### src/mex_pkg.sv
`timescale 1ns / 1ps
// ----------------------------------------------------------------------------
// mex_pkg - shared types and codes for the MIPS execute stage
// Opcodes, function codes, action codes and controller/datapath commands.
// ----------------------------------------------------------------------------
package mex_pkg;

  localparam logic [5:0] OP_RTYPE = 6'h00;
  localparam logic [5:0] OP_ADDI  = 6'h08;
  localparam logic [5:0] OP_ADDIU = 6'h09;
  localparam logic [5:0] OP_ANDI  = 6'h0C;
  localparam logic [5:0] OP_ORI   = 6'h0D;
  localparam logic [5:0] OP_XORI  = 6'h0E;
  localparam logic [5:0] OP_LUI   = 6'h0F;
  localparam logic [5:0] OP_LB    = 6'h20;
  localparam logic [5:0] OP_LH    = 6'h21;
  localparam logic [5:0] OP_LW    = 6'h23;
  localparam logic [5:0] OP_SB    = 6'h28;
  localparam logic [5:0] OP_SH    = 6'h29;
  localparam logic [5:0] OP_SW    = 6'h2B;

  localparam logic [5:0] FN_SLL     = 6'h00;
  localparam logic [5:0] FN_SRL     = 6'h02;
  localparam logic [5:0] FN_SRA     = 6'h03;
  localparam logic [5:0] FN_SYSCALL = 6'h0C;
  localparam logic [5:0] FN_MFHI    = 6'h10;
  localparam logic [5:0] FN_MTHI    = 6'h11;
  localparam logic [5:0] FN_MFLO    = 6'h12;
  localparam logic [5:0] FN_MTLO    = 6'h13;
  localparam logic [5:0] FN_MULT    = 6'h18;
  localparam logic [5:0] FN_MULTU   = 6'h19;
  localparam logic [5:0] FN_DIV     = 6'h1A;
  localparam logic [5:0] FN_DIVU    = 6'h1B;
  localparam logic [5:0] FN_ADD     = 6'h20;
  localparam logic [5:0] FN_ADDU    = 6'h21;
  localparam logic [5:0] FN_SUB     = 6'h22;
  localparam logic [5:0] FN_SUBU    = 6'h23;
  localparam logic [5:0] FN_AND     = 6'h24;
  localparam logic [5:0] FN_OR      = 6'h25;
  localparam logic [5:0] FN_XOR     = 6'h26;
  localparam logic [5:0] FN_NOR     = 6'h27;
  localparam logic [5:0] FN_SLT     = 6'h2A;

  localparam logic [2:0] ACT_REG   = 3'd0;
  localparam logic [2:0] ACT_LOAD  = 3'd1;
  localparam logic [2:0] ACT_STORE = 3'd2;
  localparam logic [2:0] ACT_HALT  = 3'd3;
  localparam logic [2:0] ACT_NONE  = 3'd4;

  localparam int unsigned MUL_STEPS = 4;   // 16x16 partial products
  localparam int unsigned DIV_STEPS = 32;  // one quotient bit per step

  typedef enum logic [2:0] {
    ST_IDLE,
    ST_MUL,
    ST_DIV,
    ST_FIX,
    ST_DONE
  } mex_state_t;

  // controller -> datapath
  typedef struct packed {
    logic load;      // capture the beat and run the ALU, shift and move ops
    logic mul_step;  // accumulate one partial product
    logic div_step;  // one restoring divide step
    logic fix;       // sign fixup, write HI/LO
    logic emit;      // strobe the result
    logic [4:0] step;
  } mex_cmd_t;

  // datapath -> controller
  typedef struct packed {
    logic is_mul;
    logic is_div;
  } mex_sts_t;

endpackage

### src/mex_datapath.sv
`timescale 1ns / 1ps
// ----------------------------------------------------------------------------
// mex_datapath - decode, ALU, HI/LO and shared multiply/divide unit
// Multiply by four 16x16 partial products; divide one bit per cycle.
// ----------------------------------------------------------------------------
module mex_datapath import mex_pkg::*; (
  input  logic        clk,
  input  logic        rst_n,
  input  mex_cmd_t    cmd,
  output mex_sts_t    sts,
  input  logic [31:0] in_instruction,
  input  logic [31:0] in_operand_a,
  input  logic [31:0] in_operand_b,
  output logic        out_valid,
  output logic [31:0] out_result,
  output logic [4:0]  out_dest_reg,
  output logic [2:0]  out_action,
  output logic [1:0]  out_access_size,
  output logic [31:0] out_store_data
);

  logic [31:0] hi_r, hi_nxt, lo_r, lo_nxt;
  logic [31:0] res_r, res_nxt, sdata_r, sdata_nxt;
  logic [4:0]  dst_r, dst_nxt;
  logic [2:0]  act_r, act_nxt;
  logic [1:0]  size_r, size_nxt;
  logic        valid_r;
  logic        is_mul_r, is_mul_nxt, is_div_r, is_div_nxt;
  logic        nega_r, nega_nxt, negq_r, negq_nxt;
  logic        bzero_r, bzero_nxt;
  logic [31:0] ma_r, ma_nxt, mb_r, mb_nxt, a_r, a_nxt;
  logic [63:0] acc_r, acc_nxt;
  logic [32:0] rem_r, rem_nxt;
  logic [31:0] quo_r, quo_nxt;

  logic [5:0]  op, fn;
  logic [4:0]  sh;
  logic [31:0] simm, zimm, a, b, ma, mb;
  logic        na, nb;
  logic [15:0] pa, pb;
  logic [31:0] pp;
  logic [63:0] pps;
  logic [32:0] trial, sub;
  logic [63:0] prod;
  logic [31:0] q, r;

  assign op   = in_instruction[31:26];
  assign fn   = in_instruction[5:0];
  assign sh   = in_instruction[10:6];
  assign a    = in_operand_a;
  assign b    = in_operand_b;
  assign simm = {{16{in_instruction[15]}}, in_instruction[15:0]};
  assign zimm = {16'h0000, in_instruction[15:0]};
  assign na   = (fn == FN_MULT || fn == FN_DIV) && a[31];
  assign nb   = (fn == FN_MULT || fn == FN_DIV) && b[31];
  assign ma   = na ? (32'd0 - a) : a;
  assign mb   = nb ? (32'd0 - b) : b;

  // partial product select: step 0..3 -> (lo,lo),(lo,hi),(hi,lo),(hi,hi)
  assign pa  = cmd.step[1] ? ma_r[31:16] : ma_r[15:0];
  assign pb  = cmd.step[0] ? mb_r[31:16] : mb_r[15:0];
  assign pp  = pa * pb;
  assign pps = {32'd0, pp} << {{1'b0, cmd.step[1]} + {1'b0, cmd.step[0]}, 4'b0000};

  assign trial = {rem_r[31:0], ma_r[5'd31 - cmd.step]};
  assign sub   = trial - {1'b0, mb_r};

  assign prod = negq_r ? (64'd0 - acc_r) : acc_r;
  assign q    = negq_r ? (32'd0 - quo_r) : quo_r;
  assign r    = nega_r ? (32'd0 - rem_r[31:0]) : rem_r[31:0];

  always_comb begin
    hi_nxt = hi_r; lo_nxt = lo_r;
    res_nxt = res_r; sdata_nxt = sdata_r; dst_nxt = dst_r;
    act_nxt = act_r; size_nxt = size_r;
    is_mul_nxt = is_mul_r; is_div_nxt = is_div_r;
    nega_nxt = nega_r; negq_nxt = negq_r; bzero_nxt = bzero_r;
    ma_nxt = ma_r; mb_nxt = mb_r; a_nxt = a_r;
    acc_nxt = acc_r; rem_nxt = rem_r; quo_nxt = quo_r;
    if (cmd.load) begin
      res_nxt = 32'd0; dst_nxt = 5'd0; act_nxt = ACT_NONE;
      size_nxt = 2'd0; sdata_nxt = 32'd0;
      is_mul_nxt = 1'b0; is_div_nxt = 1'b0;
      nega_nxt = na; negq_nxt = na ^ nb; bzero_nxt = (b == 32'd0);
      ma_nxt = ma; mb_nxt = mb; a_nxt = a;
      acc_nxt = 64'd0; rem_nxt = 33'd0; quo_nxt = 32'd0;
      if (op == OP_RTYPE) begin
        act_nxt = ACT_REG;
        dst_nxt = in_instruction[15:11];
        case (fn)
          FN_ADD, FN_ADDU: res_nxt = a + b;
          FN_SUB, FN_SUBU: res_nxt = a - b;
          FN_AND:  res_nxt = a & b;
          FN_OR:   res_nxt = a | b;
          FN_XOR:  res_nxt = a ^ b;
          FN_NOR:  res_nxt = ~(a | b);
          FN_SLT:  res_nxt = {31'd0, $signed(a) < $signed(b)};
          FN_SLL:  res_nxt = b << sh;
          FN_SRL:  res_nxt = b >> sh;
          FN_SRA:  res_nxt = $unsigned($signed(b) >>> sh);
          FN_MFHI: res_nxt = hi_r;
          FN_MFLO: res_nxt = lo_r;
          FN_SYSCALL: begin act_nxt = ACT_HALT; dst_nxt = 5'd0; end
          FN_MTHI: begin hi_nxt = a; act_nxt = ACT_NONE; dst_nxt = 5'd0; end
          FN_MTLO: begin lo_nxt = a; act_nxt = ACT_NONE; dst_nxt = 5'd0; end
          FN_MULT, FN_MULTU: begin
            is_mul_nxt = 1'b1; act_nxt = ACT_NONE; dst_nxt = 5'd0;
          end
          FN_DIV, FN_DIVU: begin
            is_div_nxt = 1'b1; act_nxt = ACT_NONE; dst_nxt = 5'd0;
          end
          default: begin act_nxt = ACT_NONE; dst_nxt = 5'd0; end
        endcase
      end else begin
        case (op)
          OP_ADDI, OP_ADDIU: begin res_nxt = a + simm; act_nxt = ACT_REG; end
          OP_ANDI: begin res_nxt = a & zimm; act_nxt = ACT_REG; end
          OP_ORI:  begin res_nxt = a | zimm; act_nxt = ACT_REG; end
          OP_XORI: begin res_nxt = a ^ zimm; act_nxt = ACT_REG; end
          OP_LUI:  begin res_nxt = zimm << 16; act_nxt = ACT_REG; end
          OP_LB: begin res_nxt = a + simm; act_nxt = ACT_LOAD; size_nxt = 2'd0; end
          OP_LH: begin res_nxt = a + simm; act_nxt = ACT_LOAD; size_nxt = 2'd1; end
          OP_LW: begin res_nxt = a + simm; act_nxt = ACT_LOAD; size_nxt = 2'd2; end
          OP_SB, OP_SH, OP_SW: begin
            res_nxt = a + simm; act_nxt = ACT_STORE; sdata_nxt = b;
            size_nxt = (op == OP_SB) ? 2'd0 : (op == OP_SH) ? 2'd1 : 2'd2;
          end
          default: ;
        endcase
        if (act_nxt == ACT_REG || act_nxt == ACT_LOAD)
          dst_nxt = in_instruction[20:16];
      end
    end
    if (cmd.mul_step) acc_nxt = acc_r + pps;
    if (cmd.div_step) begin
      if (!sub[32]) begin
        rem_nxt = sub;
        quo_nxt = {quo_r[30:0], 1'b1};
      end else begin
        rem_nxt = trial;
        quo_nxt = {quo_r[30:0], 1'b0};
      end
    end
    if (cmd.fix) begin
      if (is_mul_r) begin
        hi_nxt = prod[63:32]; lo_nxt = prod[31:0];
      end else if (bzero_r) begin
        hi_nxt = a_r; lo_nxt = 32'hFFFF_FFFF;
      end else begin
        hi_nxt = r; lo_nxt = q;
      end
    end
  end

  always_ff @(posedge clk) begin
    if (!rst_n) begin
      hi_r <= 32'd0; lo_r <= 32'd0; valid_r <= 1'b0;
      is_mul_r <= 1'b0; is_div_r <= 1'b0;
    end else begin
      hi_r <= hi_nxt; lo_r <= lo_nxt; valid_r <= cmd.emit;
      is_mul_r <= is_mul_nxt; is_div_r <= is_div_nxt;
    end
  end

  always_ff @(posedge clk) begin
    res_r <= res_nxt; sdata_r <= sdata_nxt; dst_r <= dst_nxt;
    act_r <= act_nxt; size_r <= size_nxt;
    nega_r <= nega_nxt; negq_r <= negq_nxt; bzero_r <= bzero_nxt;
    ma_r <= ma_nxt; mb_r <= mb_nxt; a_r <= a_nxt;
    acc_r <= acc_nxt; rem_r <= rem_nxt; quo_r <= quo_nxt;
  end

  assign sts.is_mul = is_mul_r;
  assign sts.is_div = is_div_r;

  assign out_valid       = valid_r;
  assign out_result      = res_r;
  assign out_dest_reg    = dst_r;
  assign out_action      = act_r;
  assign out_access_size = size_r;
  assign out_store_data  = sdata_r;

`ifndef SYNTHESIS
  a_mul_div_excl: assert property (@(posedge clk) disable iff (!rst_n)
    !(is_mul_r && is_div_r)) else $error("mul and div both flagged");
  a_muldiv_none: assert property (@(posedge clk) disable iff (!rst_n)
    (out_valid && (is_mul_r || is_div_r)) |-> out_action == ACT_NONE)
    else $error("mul/div with writeback");
  a_store_dst: assert property (@(posedge clk) disable iff (!rst_n)
    (out_valid && out_action == ACT_STORE) |-> out_dest_reg == 5'd0)
    else $error("store with destination");
`endif

endmodule

### src/mex_ctrl.sv
`timescale 1ns / 1ps
// ----------------------------------------------------------------------------
// mex_ctrl - sequencer for the execute stage
// Strobes the result, then runs any multiply or divide steps and the fixup.
// ----------------------------------------------------------------------------
module mex_ctrl import mex_pkg::*; (
  input  logic     clk,
  input  logic     rst_n,
  input  logic     start,
  input  mex_sts_t sts,
  output mex_cmd_t cmd,
  output logic     busy
);

  mex_state_t state_r, state_nxt;
  logic [4:0] cnt_r, cnt_nxt;

  always_comb begin
    state_nxt = state_r;
    cnt_nxt   = cnt_r;
    case (state_r)
      ST_IDLE: if (start) begin state_nxt = ST_DONE; cnt_nxt = 5'd0; end
      ST_DONE: begin
        if (sts.is_mul) state_nxt = ST_MUL;
        else if (sts.is_div) state_nxt = ST_DIV;
        else state_nxt = ST_IDLE;
        cnt_nxt = 5'd0;
      end
      ST_MUL: begin
        cnt_nxt = cnt_r + 5'd1;
        if (cnt_r == 5'(MUL_STEPS - 1)) state_nxt = ST_FIX;
      end
      ST_DIV: begin
        cnt_nxt = cnt_r + 5'd1;
        if (cnt_r == 5'(DIV_STEPS - 1)) state_nxt = ST_FIX;
      end
      ST_FIX: state_nxt = ST_IDLE;
      default: state_nxt = ST_IDLE;
    endcase
  end

  // ST_DONE: result registers loaded and out_valid high; HI/LO finish afterward
  always_comb begin
    cmd = '0;
    cmd.step = cnt_r;
    busy = 1'b1;
    case (state_r)
      ST_IDLE: begin busy = 1'b0; cmd.load = start; cmd.emit = start; end
      ST_MUL:  cmd.mul_step = 1'b1;
      ST_DIV:  cmd.div_step = 1'b1;
      ST_FIX:  cmd.fix = 1'b1;
      ST_DONE: ;
      default: ;
    endcase
  end

  always_ff @(posedge clk) begin
    if (!rst_n) begin
      state_r <= ST_IDLE;
      cnt_r   <= 5'd0;
    end else begin
      state_r <= state_nxt;
      cnt_r   <= cnt_nxt;
    end
  end

`ifndef SYNTHESIS
  a_busy: assert property (@(posedge clk) disable iff (!rst_n)
    (start && !busy) |=> busy) else $error("no busy after start");
  a_one_op: assert property (@(posedge clk) disable iff (!rst_n)
    $onehot0({cmd.load, cmd.mul_step, cmd.div_step, cmd.fix}))
    else $error("overlapping commands");
  a_fix_idle: assert property (@(posedge clk) disable iff (!rst_n)
    cmd.fix |=> !busy) else $error("fix not followed by idle");
`endif

endmodule

### src/mips_execute_stage.sv
`timescale 1ns / 1ps
// ----------------------------------------------------------------------------
// mips_execute_stage - MIPS32 integer execute stage
// Controller sequences a datapath holding the ALU, HI/LO and mul/div unit.
// ----------------------------------------------------------------------------
//  channel | handshake          | payload
//  in      | start & !busy      | in_instruction, in_operand_a, in_operand_b
//  out     | out_valid (strobe) | out_result, out_dest_reg, out_action,
//          |                    | out_access_size, out_store_data
//
// ALU, load/store and HI/LO move ops are loaded in ST_IDLE and end in ST_DONE.
// MULT/MULTU then run ST_MUL (four 16x16 partial products), DIV/DIVU run ST_DIV
// (one quotient bit per cycle through the shared divide step), then ST_FIX.
// The result strobes the cycle after acceptance; HI/LO settle before busy drops.
// Synchronous active-low reset clears HI, LO and the sequencer.
// The receiver cannot stall; out_valid lasts one cycle.
// ----------------------------------------------------------------------------
module mips_execute_stage import mex_pkg::*; (
  input  logic        clk,
  input  logic        rst_n,
  input  logic        start,
  output logic        busy,
  input  logic [31:0] in_instruction,
  input  logic [31:0] in_operand_a,
  input  logic [31:0] in_operand_b,
  output logic        out_valid,
  output logic [31:0] out_result,
  output logic [4:0]  out_dest_reg,
  output logic [2:0]  out_action,
  output logic [1:0]  out_access_size,
  output logic [31:0] out_store_data
);

  mex_cmd_t cmd;
  mex_sts_t sts;

  mex_ctrl u_ctrl (
    .clk   (clk),
    .rst_n (rst_n),
    .start (start),
    .sts   (sts),
    .cmd   (cmd),
    .busy  (busy)
  );

  mex_datapath u_dp (
    .clk             (clk),
    .rst_n           (rst_n),
    .cmd             (cmd),
    .sts             (sts),
    .in_instruction  (in_instruction),
    .in_operand_a    (in_operand_a),
    .in_operand_b    (in_operand_b),
    .out_valid       (out_valid),
    .out_result      (out_result),
    .out_dest_reg    (out_dest_reg),
    .out_action      (out_action),
    .out_access_size (out_access_size),
    .out_store_data  (out_store_data)
  );

endmodule
### config.mk
export PLATFORM = sky130hd
export DESIGN_NAME = mips_execute_stage
export DESIGN_NICKNAME = d
export VERILOG_FILES = /design/src/mex_pkg.sv /design/src/mex_datapath.sv /design/src/mex_ctrl.sv /design/src/mips_execute_stage.sv
export SDC_FILE = /design/constraint.sdc
export NUM_CORES = 2
export LEC_CHECK = 0
export BUFFER_PORTS_ARGS = -buffer_cell sky130_fd_sc_hd__clkbuf_2
export CAP_MARGIN = 15
export CORE_MARGIN = 4
export CORE_UTILIZATION = 30
export CTS_BUF_LIST = sky130_fd_sc_hd__clkbuf_8
export DETAILED_ROUTE_END_ITERATION = 6
export PLACE_DENSITY = 0.47
export SLEW_MARGIN = 10
export SYNTH_ARGS = -nofsm -noshare
export SYNTH_HDL_FRONTEND = slang
export SYNTH_SLANG_ARGS = --single-unit
### constraint.sdc
create_clock -name clk -period 14.75 [get_ports clk]
set_clock_uncertainty 0.15 [all_clocks]
set_input_delay 2.95 -clock clk [delete_from_list [all_inputs] [get_ports clk]]
set_output_delay 2.95 -clock clk [all_outputs]
set_load 0.005 [all_outputs]
==> impl_metrics.toml <==
[run_status]
status = "finished with violations"
violations = "design-rule violations"

[global_routing]
grt_pass1_wl_um = 303000
grt_start_max_net_pins = 85
grt_usage_pct = 26.5
grt_pass1_vias = 41078
overflow = 0
antenna_found_initial = 30

[pwr]
p_per_area_nw_per_um2 = 239
total_power_mw = 11.8
leakage_nw = 20.2
peakVddDrop_uv = 551

[setup_path]
cp_max_fo = 53
worstSetupPathType = "flip-flop to flip-flop"
required_ns = 15.12
worst_setup_path_start_kind = "flip-flop"
crit_path_end_kind = "flip-flop"
slowest_stage = "o21ai_1"
worstPathArrival_ns = 11.43
timing.critical_path.buf_inv = 4
critPathTopFamily = "compound AO/OA/AOI/OAI gates"
critical-path-max-stage-delay_ns = 0.61

[floorplan]
io_pins = 175
die_w_um = 394
rows = 141
die_area_um2 = 155000
core_area_um2 = 148000
die_y_um = 394
start_util_pct = 30.2

[synth]
ys.warnings.count = 0
synth_edf_count = 300
synthDistinctLibCells = 84
synth_compound_area_share_pct = 21.5
synth-adder-area-share_pct = 18.7
synth_simple_gate_area_share_pct = 17.2
syn_inst = 5384
ys_seq_area_share_pct = 23.5
ys_seq_elements = 375
syn-num-nets = 6031
synthXorXnorAreaFrac_pct = 6.51
syn_area_um2 = 44700
async_flop_share_pct = 0
syn-mean-instance-area_um2 = 8.31
muxShareOfSynthArea_pct = 6.15
synthFlopType = "edfxtp_1"
synth_top_family_by_area = "compound AO/OA/AOI/OAI gates"

[sta]
max_freq_mhz = 90.4
slew_viol_final = 0
hold_violations = 0
whs_ns = 0.333
rsz0062_at_grt = "no"
finalCriticalPeriod_ns = 11.07
fin_tns_setup_ns = 0
tightest_slew_ns = 1.35
fin_crit_sh_pct = 75.0
relSlewSlack_pct = 10.3
finalSetupViolCount = 0

[final_layout]
finish.utilization_pct = 33.3
largest_reg_flops = 64
drive_gt1_share_pct = 9.59
fill_cells = 15567
final_area_um2 = 49300
area_growth_pct = 10.3
regMostFlops = "u_dp.acc_r"
fin_nets = 6070
seqCellArea_um2 = 10500
multi_input_area_um2 = 31400

[cts]
clockBufferDepth = 3
cts_inserted_buffers = 77
cts_tree = "done"
cts_setup_buffers = 0
h-tree-depth = 3
clockRootBuffer = "clkbuf_8"
clk_latency_ns = 0.78
cts_sinks = 375
clk_pin_slew_ns = 0.06
cts_resized = 0
postCtsHoldBufs = 0

[routing]
drc_errors = 2
vias = 43867
routed_wl_um = 214000
dr.first_iter.drc_count = 5694
drtPass1Iterations = 7
wl_per_cell_um = 28.8
vias_per_cell = 5.91
drtAntennaViolNets = 0

[flow_run]
drv_cap = 0

[placement]
placedInstanceArea_um2 = 47700
dp_hpwl_um = 164000
io_buffers = 169
gp_congestion = 1.00

[min_path]
hp-class = "flip-flop to flip-flop"
## logic make-up after synthesis
| group | count (synthesis) |
|---|---|
| buf+inv | 776 |
| simple gates | 1704 |
| fa+ha+maj | 548 |
| compound gates | 1450 |
| mux | 201 |
| xor+xnor | 330 |
| flops | 375 |
## power by group
part / leakage [nW] / switching (mW) / total, mW / internal [mW]
Clock: 0.890 / 0.552 / 1.21 / 0.658
Combinational: 15.8 / 6.08 / 9.34 / 3.26
Sequential: 3.56 / 0.0481 / 1.24 / 1.20
Total: 20.2 / 6.68 / 11.8 / 5.11
## through the flow
| stage | setup slack (ns) | cells |
|---|---|---|
| after floorplan | 4.72 | 5384 |
| after global placement | 3.89 | 7274 |
| after detailed placement | 3.89 | 7274 |
| after CTS | 3.85 | 7416 |
| after global routing | 2.99 | 7417 |
| final | 3.68 | 7426 |
## cell usage after synthesis, types with 79 or more instances
| master | n | area, um^2 |
|---|---|---|
| a21o_1 | 89 | 668 |
| a21oi_1 | 340 | 1700 |
| clkbuf_1 | 286 | 1070 |
| edfxtp_1 | 300 | 9010 |
| fa_1 | 199 | 3980 |
| ha_1 | 349 | 4370 |
| inv_1 | 460 | 1730 |
| mux2i_1 | 114 | 1140 |
| nand2_1 | 586 | 2200 |
| nand3_1 | 102 | 510 |
| nor2_1 | 554 | 2080 |
| nor3_1 | 86 | 430 |
| o21ai_0 | 335 | 1680 |
| o31ai_1 | 79 | 593 |
| xnor2_1 | 200 | 1750 |
| xor2_1 | 128 | 1120 |
## metal layers
| layer | share of wire (%) | up-vias | track usage [%] | wire length (um) |
|---|---|---|---|---|
| met5 | 0.026 | - | 0 | 55 |
| met2 | 42 | 2274 | 38.2 | 88800 |
| met4 | 4.2 | 8 | 9.84 | 9090 |
| li1 | - | 19457 | - | - |
| met1 | 44 | 21734 | 37.5 | 93200 |
| met3 | 11 | 394 | 7.39 | 22800 |
## final timing paths
check / from / to / slack (ns) / cells after the start
worst max register to register: u_ctrl.cnt_r[0] / u_dp.acc_r[57] / 3.68 / 34
worst min register to register: u_dp.lo_r[23] / u_dp.lo_r[23] / 0.33 / 2
worst min-delay path: u_dp.lo_r[23] / u_dp.lo_r[23] / 0.33 / 2
worst max-delay path: u_ctrl.cnt_r[0] / u_dp.acc_r[57] / 3.68 / 34
## final cells by class
class                           count  share of cell area (%)
Antenna cell                       10                  0.0507
Clock buffer                       86                    2.40
Multi-Input combinational cell   4233                    63.6
Sequential cell                   375                    21.3
Inverter                          460                    3.52
Tap cell                         1930                    4.89
Timing Repair Buffer              276                    3.35
Clock inverter                     56                   0.870
## tightest hold or removal path, delay by kind of cell, from the launching register on
kind            cells  cell delay (ns)
compound gates      1             0.07
flops               1             0.31
simple gates        1             0.05
## layout by cell type (no fill, tap or decap), types with 70 or more instances in the layout
cell      count
nand2_1     582
nor2_1      552
inv_1       477
ha_1        349
a21oi_1     340
o21ai_0     335
edfxtp_1    300
xnor2_1     200
fa_1        199
clkbuf_2    167
xor2_1      128
mux2i_1     113
buf_4       108
nand3_1     102
a21o_1       89
clkbuf_8     86
nor3_1       84
o31ai_1      79
dfxtp_1      72
and2_1       70
No activity file was read; power rests on OpenSTA's default activity.
